==> src/hw/rtl/rmt_pkg.sv <==
// Shared types and constants for the recursive mutex table.
// Holds the request, result and slot entry types and the state enum.
// No dependencies.
`default_nettype none

package rmt_pkg;

  localparam int NUM_SLOTS   = 64;
  localparam int NUM_THREADS = 16;
  localparam int MAX_COUNT   = 255;

  localparam int SLOT_W   = $clog2(NUM_SLOTS);
  localparam int THREAD_W = $clog2(NUM_THREADS);
  localparam int COUNT_W  = $clog2(MAX_COUNT + 1);

  localparam logic [2:0] OP_CREATE   = 3'd0;
  localparam logic [2:0] OP_ACQUIRE  = 3'd1;
  localparam logic [2:0] OP_RELEASE  = 3'd2;
  localparam logic [2:0] OP_REMOVE   = 3'd3;
  localparam logic [2:0] OP_FREE_ALL = 3'd4;
  localparam logic [2:0] OP_QUERY    = 3'd5;

  localparam logic [2:0] STS_OK        = 3'd0;
  localparam logic [2:0] STS_NO_LOCK   = 3'd1;
  localparam logic [2:0] STS_EXISTS    = 3'd2;
  localparam logic [2:0] STS_BUSY      = 3'd3;
  localparam logic [2:0] STS_BAD_INDEX = 3'd4;
  localparam logic [2:0] STS_OVERFLOW  = 3'd5;

  typedef struct packed {
    logic [2:0]          operation;
    logic [SLOT_W-1:0]   mutex_index;
    logic [THREAD_W-1:0] thread_id;
    logic                recursive_flag;
  } req_t;

  typedef struct packed {
    logic [2:0]          status;
    logic                is_present;
    logic                is_held;
    logic [THREAD_W-1:0] owner_thread;
    logic [COUNT_W-1:0]  hold_count;
  } res_t;

  typedef struct packed {
    logic                recursive;
    logic                held;
    logic [THREAD_W-1:0] owner;
    logic [COUNT_W-1:0]  count;
  } entry_t;

  typedef enum logic [1:0] {
    S_IDLE,
    S_EXEC,
    S_WALK
  } state_t;

endpackage

`default_nettype wire

==> src/hw/rtl/rmt_ram.sv <==
// Generic single-port-write, single-port-read synchronous RAM.
// Read data is registered. No dependencies.
`default_nettype none

module rmt_ram #(
  parameter int WIDTH = 14,
  parameter int DEPTH = 64
) (
  input  wire logic                     clk,
  input  wire logic                     wr_en,
  input  wire logic [$clog2(DEPTH)-1:0] wr_addr,
  input  wire logic [WIDTH-1:0]         wr_data,
  input  wire logic [$clog2(DEPTH)-1:0] rd_addr,
  output logic      [WIDTH-1:0]         rd_data
);

  logic [WIDTH-1:0] mem [DEPTH];

  always_ff @(posedge clk) begin
    if (wr_en) begin
      mem[wr_addr] <= wr_data;
    end
  end

  always_ff @(posedge clk) begin
    rd_data <= mem[rd_addr];
  end

endmodule

`default_nettype wire

==> src/hw/rtl/recursive_mutex_table_unit.sv <==
// Top level of the recursive mutex table: control FSM, present bits, result register.
// Depends on rmt_pkg and rmt_ram (slot entry storage).
//
//   channel   ports                      direction  accepted when
//   request   start, request, busy       in         start & !busy at clk edge
//   result    done, result               out        every cycle done is high
//
// Single-slot requests: IDLE issues the RAM read, EXEC modifies the entry and writes it
// back if changed; the result shows in the next cycle, while the next request can start.
// Free-all walks every slot, one per cycle.
// Reset clears the present bits and the FSM; the entry RAM is not cleared.
// The receiver cannot stall: done is high for exactly one cycle per request.
`default_nettype none

module recursive_mutex_table_unit (
  input  wire logic          clk,
  input  wire logic          rst,
  input  wire logic          start,
  input  wire rmt_pkg::req_t request,
  output logic               busy,
  output logic               done,
  output rmt_pkg::res_t      result
);

  rmt_pkg::state_t state, state_next;
  rmt_pkg::req_t   req_q;
  logic [rmt_pkg::NUM_SLOTS-1:0] present;
  logic [rmt_pkg::SLOT_W-1:0]    walk_idx;
  logic                          walk_last;

  logic                          wr_en;
  logic [rmt_pkg::SLOT_W-1:0]    wr_addr;
  rmt_pkg::entry_t               wr_data;
  logic [rmt_pkg::SLOT_W-1:0]    rd_addr;
  rmt_pkg::entry_t               rd_entry;

  logic          set_pres;
  logic          clr_pres;
  logic          done_next;
  rmt_pkg::res_t res_next;
  logic          accept;
  logic          pres;
  rmt_pkg::entry_t upd;
  logic [rmt_pkg::COUNT_W-1:0] dec_count;

  function automatic rmt_pkg::res_t make_res(logic [2:0] sts, logic p, rmt_pkg::entry_t e);
    rmt_pkg::res_t r;
    r.status       = sts;
    r.is_present   = p;
    r.is_held      = p & e.held;
    r.owner_thread = (p && e.held) ? e.owner : '0;
    r.hold_count   = p ? e.count : '0;
    return r;
  endfunction

  assign busy      = (state != rmt_pkg::S_IDLE);
  assign accept    = start && !busy;
  assign walk_last = (walk_idx == rmt_pkg::SLOT_W'(rmt_pkg::NUM_SLOTS - 1));
  assign pres      = present[req_q.mutex_index];

  rmt_ram #(
    .WIDTH ($bits(rmt_pkg::entry_t)),
    .DEPTH (rmt_pkg::NUM_SLOTS)
  ) u_ram (
    .clk     (clk),
    .wr_en   (wr_en),
    .wr_addr (wr_addr),
    .wr_data (wr_data),
    .rd_addr (rd_addr),
    .rd_data (rd_entry)
  );

  always_comb begin
    state_next = state;
    case (state)
      rmt_pkg::S_IDLE: begin
        if (start) begin
          state_next = (request.operation == rmt_pkg::OP_FREE_ALL) ?
                       rmt_pkg::S_WALK : rmt_pkg::S_EXEC;
        end
      end
      rmt_pkg::S_EXEC: state_next = rmt_pkg::S_IDLE;
      rmt_pkg::S_WALK: begin
        if (walk_last) begin
          state_next = rmt_pkg::S_IDLE;
        end
      end
      default: state_next = rmt_pkg::S_IDLE;
    endcase
  end

  always_comb begin
    wr_en     = 1'b0;
    wr_addr   = req_q.mutex_index;
    wr_data   = rd_entry;
    set_pres  = 1'b0;
    clr_pres  = 1'b0;
    done_next = 1'b0;
    res_next  = make_res(rmt_pkg::STS_OK, 1'b0, rd_entry);
    rd_addr   = req_q.mutex_index;
    upd       = rd_entry;
    dec_count = (rd_entry.count != '0) ? rd_entry.count - 1'b1 : rd_entry.count;
    case (state)
      rmt_pkg::S_IDLE: begin
        rd_addr = (request.operation == rmt_pkg::OP_FREE_ALL) ? '0 : request.mutex_index;
      end
      rmt_pkg::S_EXEC: begin
        done_next = 1'b1;
        if (req_q.mutex_index == '0) begin
          res_next = make_res(rmt_pkg::STS_BAD_INDEX, 1'b0, rd_entry);
        end else if (req_q.operation == rmt_pkg::OP_CREATE) begin
          if (pres) begin
            res_next = make_res(rmt_pkg::STS_EXISTS, 1'b1, rd_entry);
          end else begin
            upd.recursive = req_q.recursive_flag;
            upd.held      = 1'b0;
            upd.owner     = '0;
            upd.count     = '0;
            wr_en         = 1'b1;
            wr_data       = upd;
            set_pres      = 1'b1;
            res_next      = make_res(rmt_pkg::STS_OK, 1'b1, upd);
          end
        end else if (!pres) begin
          res_next = make_res(rmt_pkg::STS_NO_LOCK, 1'b0, rd_entry);
        end else begin
          case (req_q.operation)
            rmt_pkg::OP_ACQUIRE: begin
              if (rd_entry.held &&
                  !(rd_entry.recursive && rd_entry.owner == req_q.thread_id)) begin
                res_next = make_res(rmt_pkg::STS_BUSY, 1'b1, rd_entry);
              end else if (rd_entry.count >= rmt_pkg::COUNT_W'(rmt_pkg::MAX_COUNT)) begin
                res_next = make_res(rmt_pkg::STS_OVERFLOW, 1'b1, rd_entry);
              end else begin
                upd.count = rd_entry.count + 1'b1;
                upd.held  = 1'b1;
                upd.owner = req_q.thread_id;
                wr_en     = 1'b1;
                wr_data   = upd;
                res_next  = make_res(rmt_pkg::STS_OK, 1'b1, upd);
              end
            end
            rmt_pkg::OP_RELEASE: begin
              upd.count = dec_count;
              if (!rd_entry.recursive || dec_count == '0) begin
                upd.held  = 1'b0;
                upd.owner = '0;
              end
              wr_en    = 1'b1;
              wr_data  = upd;
              res_next = make_res(rmt_pkg::STS_OK, 1'b1, upd);
            end
            rmt_pkg::OP_REMOVE: begin
              clr_pres = 1'b1;
              res_next = make_res(rmt_pkg::STS_OK, 1'b0, rd_entry);
            end
            default: begin
              res_next = make_res(rmt_pkg::STS_OK, 1'b1, rd_entry);
            end
          endcase
        end
      end
      rmt_pkg::S_WALK: begin
        rd_addr = walk_idx + 1'b1;
        wr_addr = walk_idx;
        upd.held  = 1'b0;
        upd.owner = '0;
        upd.count = '0;
        wr_data   = upd;
        wr_en     = present[walk_idx] && rd_entry.held &&
                    (rd_entry.owner == req_q.thread_id);
        done_next = walk_last;
      end
      default: ;
    endcase
  end

  always_ff @(posedge clk) begin
    if (rst) begin
      state   <= rmt_pkg::S_IDLE;
      present <= '0;
      done    <= 1'b0;
    end else begin
      state <= state_next;
      done  <= done_next;
      if (set_pres) begin
        present[req_q.mutex_index] <= 1'b1;
      end
      if (clr_pres) begin
        present[req_q.mutex_index] <= 1'b0;
      end
    end
  end

  always_ff @(posedge clk) begin
    if (accept) begin
      req_q    <= request;
      walk_idx <= '0;
    end else if (state == rmt_pkg::S_WALK) begin
      walk_idx <= walk_idx + 1'b1;
    end
    if (done_next) begin
      result <= res_next;
    end
  end

endmodule

`default_nettype wire

==> config.mk <==
export PLATFORM = sky130hd
export DESIGN_NAME = recursive_mutex_table_unit
export DESIGN_NICKNAME = d
export VERILOG_FILES = /design/src/hw/rtl/rmt_pkg.sv /design/src/hw/rtl/rmt_ram.sv /design/src/hw/rtl/recursive_mutex_table_unit.sv
export SDC_FILE = /design/constraint.sdc
export NUM_CORES = 1
export LEC_CHECK = 0
export BUFFER_PORTS_ARGS = -buffer_cell sky130_fd_sc_hd__buf_2
export CAP_MARGIN = 20
export CORE_MARGIN = 10
export CORE_UTILIZATION = 40
export CTS_BUF_LIST = sky130_fd_sc_hd__clkbuf_16
export DETAILED_ROUTE_END_ITERATION = 10
export PLACE_DENSITY = 0.61
export SYNTH_ARGS = -nofsm -noshare
export SYNTH_HDL_FRONTEND = slang
export SYNTH_SLANG_ARGS = --single-unit
export TNS_END_PERCENT = 100
==> constraint.sdc <==
create_clock -name clk -period 13.6 [get_ports clk]
set_input_delay 1.36 -clock clk [delete_from_list [all_inputs] [get_ports clk]]
set_output_delay 1.36 -clock clk [all_outputs]
set_load 0.01 [all_outputs]
==> flow_summary.json, run 1 <==
{
  "outcome": "finished clean",
  "synth_ff_type": "edfxtp_1",
  "dieHeight_um": 342,
  "cts_tree": "done",
  "critPathSlowestCell": "buf_4",
  "avgViaCountPerCell": 6.03,
  "finClkSkew_ps": 50.9,
  "ant_nets": 0,
  "totalWireLength_um": 117000,
  "grt_usage_pct": 19.4,
  "yosysWarnings": 0,
  "total_power_mw": 7.56,
  "worstPathMaxFanout": 143,
  "fill_cells": 8920,
  "required_ps": 14110,
  "p_leak_nw": 16.0,
  "synth_common_cells": "edfxtp_1 (927), nand2_1 (556), mux2i_1 (212)",
  "max_stage_delay_ps": 820,
  "htree_levels": 3,
  "core_area_mm2": 0.103,
  "max_freq_mhz": 187,
  "seqCellArea_mm2": 0.0296,
  "critPathArrivalTime_ps": 5860,
  "dieArea_mm2": 0.117,
  "drive_above_1_share_pct": 14.3,
  "clkTransAtPathRegs_ps": 60,
  "rsz0062_at_grt": "false",
  "cts.repair.resized": 0,
  "drc": 0,
  "yosysTopAreaCell": "edfxtp_1",
  "path_cells": "buf_2 -> or3b_1 -> and2_1 -> a211oi_4 -> buf_12 -> buf_4 -> buf_4 -> mux2i_1 -> a32oi_1 -> and3_1 -> a31oi_1 -> nand4_1",
  "diodes": 0,
  "period_share_pct": 39.3,
  "end_kind": "flop",
  "post_drt_wl_per_cell_um": 26.5,
  "overflow": 0,
  "postSynth.asyncResetShare_pct": 0,
  "hold_violations": 0,
  "final_max_slew_viol_count": 0,
  "synth_edf_count": 927,
  "power_density_mw_per_mm2": 160,
  "finalSetupViolations": 0,
  "cp_num_buf_inv": 4,
  "final.setup.tns_ps": 0,
  "worstHoldPathType": "reg -> reg",
  "synth_area_leaders": "edfxtp_1 (67%), mux2i_1 (5.1%), nand2_1 (5.0%)",
  "start_util_pct": 40.2,
  "multiInputGateArea_mm2": 0.0116,
  "antenna_found_initial": 3,
  "clk_path_buf_depth": 3,
  "final_util_pct": 45.8,
  "postCtsSetupRepairBufs": 0,
  "maxCapViolations": 0,
  "irDropWorstVdd_uv": 107,
  "io_pins": 36,
  "rows": 118,
  "critPathMostFrequentCell": "buf_4",
  "ys_seq_elements": 1014,
  "synth_nets": 2941,
  "synth.most_common_cell": "edfxtp_1",
  "cts_hold_buf": 0,
  "dp_hpwl_um": 67700,
  "cp_top_family": "buffers and inverters",
  "worst_setup_path_start_kind": "input pin",
  "syn_area_mm2": 0.0416,
  "synth_area_per_cell_um2": 14.2,
  "die_w_um": 342,
  "grt_pass1_vias": 25624,
  "worst_pin_slew_ps": 1210,
  "synth_cell_type_count": 76,
  "critPathKind": "in -> reg",
  "grt_max_degree": 144,
  "cts.sinks": 1014,
  "synth.top_cell.area_share_pct": 67.0,
  "cts_inserted_buffers": 102,
  "io_buffer_count": 35,
  "synthToLayoutAreaGrowth_pct": 14.0,
  "gp_congestion": 0.878,
  "syn_inst": 2917,
  "insertion_delay_ps": 680,
  "grt_pass1_wl_um": 172000,
  "finalCriticalPeriod_ps": 5340,
  "ys_seq_area_share_pct": 71.2,
  "dr.pass1.iters": 6,
  "slew_headroom_pct": 19.1,
  "vias": 26670,
  "drtIter0Drc": 3208,
  "fin_nets": 2979,
  "cts-root-buf": "clkbuf_16"
}
## area by class of cell
cell class,count,share of cell area (%)
Multi-Input combinational cell,1672,24.5
Sequential cell,1014,62.4
Inverter,22,0.174
Clock inverter,89,1.41
Timing Repair Buffer,143,2.32
Tap cell,1380,3.65
Clock buffer,104,5.49
## worst register-to-register path, cell delays in order (launching register included)
cell and delay [ps]:
dfxtp_1 350, inv_1 80, ha_1 200, buf_4 230, inv_1 220, nor2_1 140, a211oi_4 260, buf_12 420
buf_4 900, buf_4 880, mux2i_1 300, a32oi_1 70, and3_1 280, a31oi_1 270, nand4_1 160
## where the power goes
group	leakage, nW	internal [mW]	switching (mW)
clock	1.70	1.54	1.19
sequential	9.14	3.70	0.0806
combinational	5.19	0.245	0.813
## registers in the layout (all words and copies together) (netlist names)
register,flops
result,17
walk_idx,6
done,1
u_ram.rd_data,14
u_ram.mem,896
req_q,14
present,64
state,2
## metrics by stage
stage	hold slack (ps)	instance area (um2)	setup slack, ps	instances
5_1_grt	510	47400	8040	4424
4_1_cts	491	47300	8240	4420
3_3_place_gp	467	43900	7590	4217
6_report	493	47400	8260	4424
3_5_place_dp	482	44000	7540	4227
2_1_floorplan	449	41600	8060	2917
## path summary, 6_finish.rpt
kind | startpoint | end | slack, ps | depth (start not counted)
setup / recovery | request[12] | u_ram.rd_data[3] | 8260 | 12
hold / removal | state[1] | state[1] | 490 | 2
setup reg to reg | state[0] | u_ram.rd_data[3] | 8680 | 14
hold reg to reg | state[1] | state[1] | 490 | 2
## layer usage
layer | up-vias | global-route usage [%] | routed length, um
li1 | 11522 | - | -
met1 | 13571 | 26.6 | 48500
met2 | 1350 | 31.0 | 55300
met3 | 223 | 3.57 | 9970
met4 | 4 | 5.91 | 3390
met5 | - | 0 | 22
## kinds of logic (layout without fill, tap and decap cells)
family	after synthesis	count (layout)	synth area share, %
buf+inv	231	358	2.37
mux	245	245	6.81
flops	1014	1014	71.2
simple gates	875	875	9.36
fa+ha+maj	7	7	0.211
xor+xnor	12	12	0.253
compound gates	533	533	9.81
## cell usage in the layout (no fill, tap or decap), drive strengths merged, types with 51 or more instances in the layout
cell / instances
inv: 51
a21oi: 66
and3: 67
a31oi: 104
clkbuf: 105
edfxtp: 927
a32oi: 197
mux2i: 212
buf: 142
dfxtp: 87
nand2: 556
nor3: 85
Power figures use the tool's default switching activity.
==> inputs of run 2 (changes only) <==
Settings changed: PLACE_DENSITY 0.61 to 0.63.
Clock period 13.6 ns to 4.8 ns, I/O delays scaled along.
==> run 2 against run 1 <==
Critical path depth down 1; non-clock buffer count rose by 110; power grew to 2.8 times the previous value; first-iteration DRC count is 1.9% lower; cell count up 2.4%; die area is the same; combinational power increased to 3.1 times the previous value; clock skew is 22 ps higher; sequential share of layout area fell by 1.1 points; global-route usage is 0.24 points lower; clock power increased to 2.7 times the previous value; critical path type is now reg -> reg; largest power group unchanged.
==> flow_summary.json, run 2 (same netlist as run 1, synthesis figures left out) <==
{
  "fill_cells": 8964,
  "final_cell_mix": "edfxtp_1 (927), nand2_1 (556), mux2i_1 (212)",
  "dieHeight_um": 342,
  "insertion_delay_ps": 690,
  "io_pins": 36,
  "totalWireLength_um": 115000,
  "postCtsSetupRepairBufs": 0,
  "multiInputGateArea_mm2": 0.0115,
  "worst_pin_slew_ps": 1090,
  "drc": 0,
  "rows": 118,
  "dpl_cell_area_mm2": 0.0450,
  "cts.sinks": 1014,
  "required_ps": 5180,
  "share_comb_of_total_power_pct": 15.4,
  "dr_wl_met3_um": 8730,
  "antenna_found_initial": 2,
  "finClkSkew_ps": 72.5,
  "reg2reg_depth": 11,
  "drt-met1-wl_um": 48700,
  "finalSetupViolations": 0,
  "ant_nets": 0,
  "cts.repair.resized": 0,
  "grt_max_degree": 68,
  "cts_tree": "done",
  "cts-root-buf": "clkbuf_16",
  "p_leak_nw": 16.4,
  "finalCriticalPeriod_ps": 4180,
  "grt_pass1_wl_um": 171000,
  "io_buffer_count": 35,
  "final_max_slew_viol_count": 0,
  "max_flop_register": "u_ram.mem",
  "start_util_pct": 40.2,
  "worstHoldPathType": "in -> reg",
  "slew_headroom_pct": 27.6,
  "worstPathMaxFanout": 36,
  "top_regs": "u_ram.mem (896), present (64), result (17)",
  "seqPwrFrac_pct": 49.7,
  "critPathKind": "reg -> reg",
  "largest_reg_flops": 896,
  "clkTransAtPathRegs_ps": 60,
  "p_sw_mw": 6.02,
  "period_share_pct": 87.2,
  "critPathArrivalTime_ps": 4560,
  "clk_path_buf_depth": 3,
  "power_density_mw_per_mm2": 445,
  "fin_nets": 3089,
  "cts_hold_buf": 8,
  "worst_setup_path_start_kind": "flop",
  "die_w_um": 342,
  "maxCapViolations": 0,
  "overflow": 0,
  "hold_violations": 0,
  "dieArea_mm2": 0.117,
  "post_drt_wl_per_cell_um": 25.4,
  "rsz0062_at_grt": "false",
  "dr.pass1.iters": 6,
  "holdPathStages": 1,
  "final_util_pct": 46.7,
  "gp_congestion": 0.870,
  "synthToLayoutAreaGrowth_pct": 16.1,
  "dp_hpwl_um": 71000,
  "max_freq_mhz": 239,
  "fin_area_mm2": 0.0483,
  "dr.max_layer_used": "met5",
  "grt_usage_pct": 19.1,
  "irDropWorstVdd_uv": 310,
  "met2_length_um": 54200,
  "drtIter0Drc": 3147,
  "layout_commonest_cell": "edfxtp_1",
  "htree_levels": 3,
  "grt_pass1_vias": 25596,
  "core_area_mm2": 0.103,
  "end_kind": "flop",
  "seqCellArea_mm2": 0.0296,
  "vias": 26705,
  "drive_above_1_share_pct": 17.0,
  "pwr-share-clk_pct": 34.9,
  "p_int_mw": 15.5,
  "cts_inserted_buffers": 102,
  "outcome": "finished clean",
  "switching_share_pct": 28.0,
  "avgViaCountPerCell": 5.90
}
## run 2: cell count changes in the layout (fill, tap and decap cells not counted), sizes merged, moves of 2 or more
cell         previous run  this run
buf                   142       245
bufinv                  8         4
clkbuf                105       103
clkinv                 50        44
clkinvlp                2         6
diode                   0         2
dlygate4sd3             0         8
## run 2: path summary, 6_finish.rpt
kind	endpoint	slack, ps	startpoint
worst max-delay path	u_ram.mem[16][8]	620	u_ram.rd_data[0]
worst min-delay path	req_q[12]	50	request[12]
worst max register to register	u_ram.mem[16][8]	620	u_ram.rd_data[0]
worst min register to register	present[0]	480	present[0]
## run 2: per-stage QoR
step	setup TNS, ps	instances	total power [mW]	worst slack [ps]	hold WS (ps)
after floorplan	-73190	2917	12.5	-572	449
after global placement	0	4332	14.1	729	475
after detailed placement	0	4332	14.1	734	476
after CTS	0	4525	21.5	657	15.6
after global routing	0	4526	22.1	343	37.8
final	0	4528	21.5	616	49.9
## run 2: power groups by stage
stage | Clock (mW) | Sequential (mW) | Combinational (mW)
finish | 7.50 | 10.7 | 3.32
detailed placement | 0 | 10.8 | 3.27
floorplan | 0 | 10.7 | 1.74
global route | 7.92 | 10.7 | 3.51
global placement | 0 | 10.9 | 3.24
CTS | 7.59 | 10.7 | 3.28
## run 2: final cells by class
| cell class | instances | area share, % |
|---|---|---|
| Sequential cell | 1014 | 61.3 |
| Antenna cell | 2 | 0.0104 |
| Clock inverter | 82 | 1.19 |
| Inverter | 22 | 0.171 |
| Multi-Input combinational cell | 1672 | 23.8 |
| Clock buffer | 103 | 5.34 |
| Timing Repair Buffer | 253 | 4.56 |
| Tap cell | 1380 | 3.58 |
## run 2: critical path: stages, from the launching register on
cell       delay, ps
dfxtp_1          550
inv_1            220
ha_1             350
or3b_2           530
xnor2_1          150
nor3_1            70
a22o_1           230
a211oi_2         340
nor2_1            90
o21ai_0          360
o2bb2ai_4        400
buf_4            510
## run 2: layer usage
metal | vias up | GRT usage [%]
met2 | 1244 | 30.7
met3 | 212 | 2.93
met5 | - | 0
met4 | 2 | 5.81
met1 | 13512 | 26.6
li1 | 11735 | -
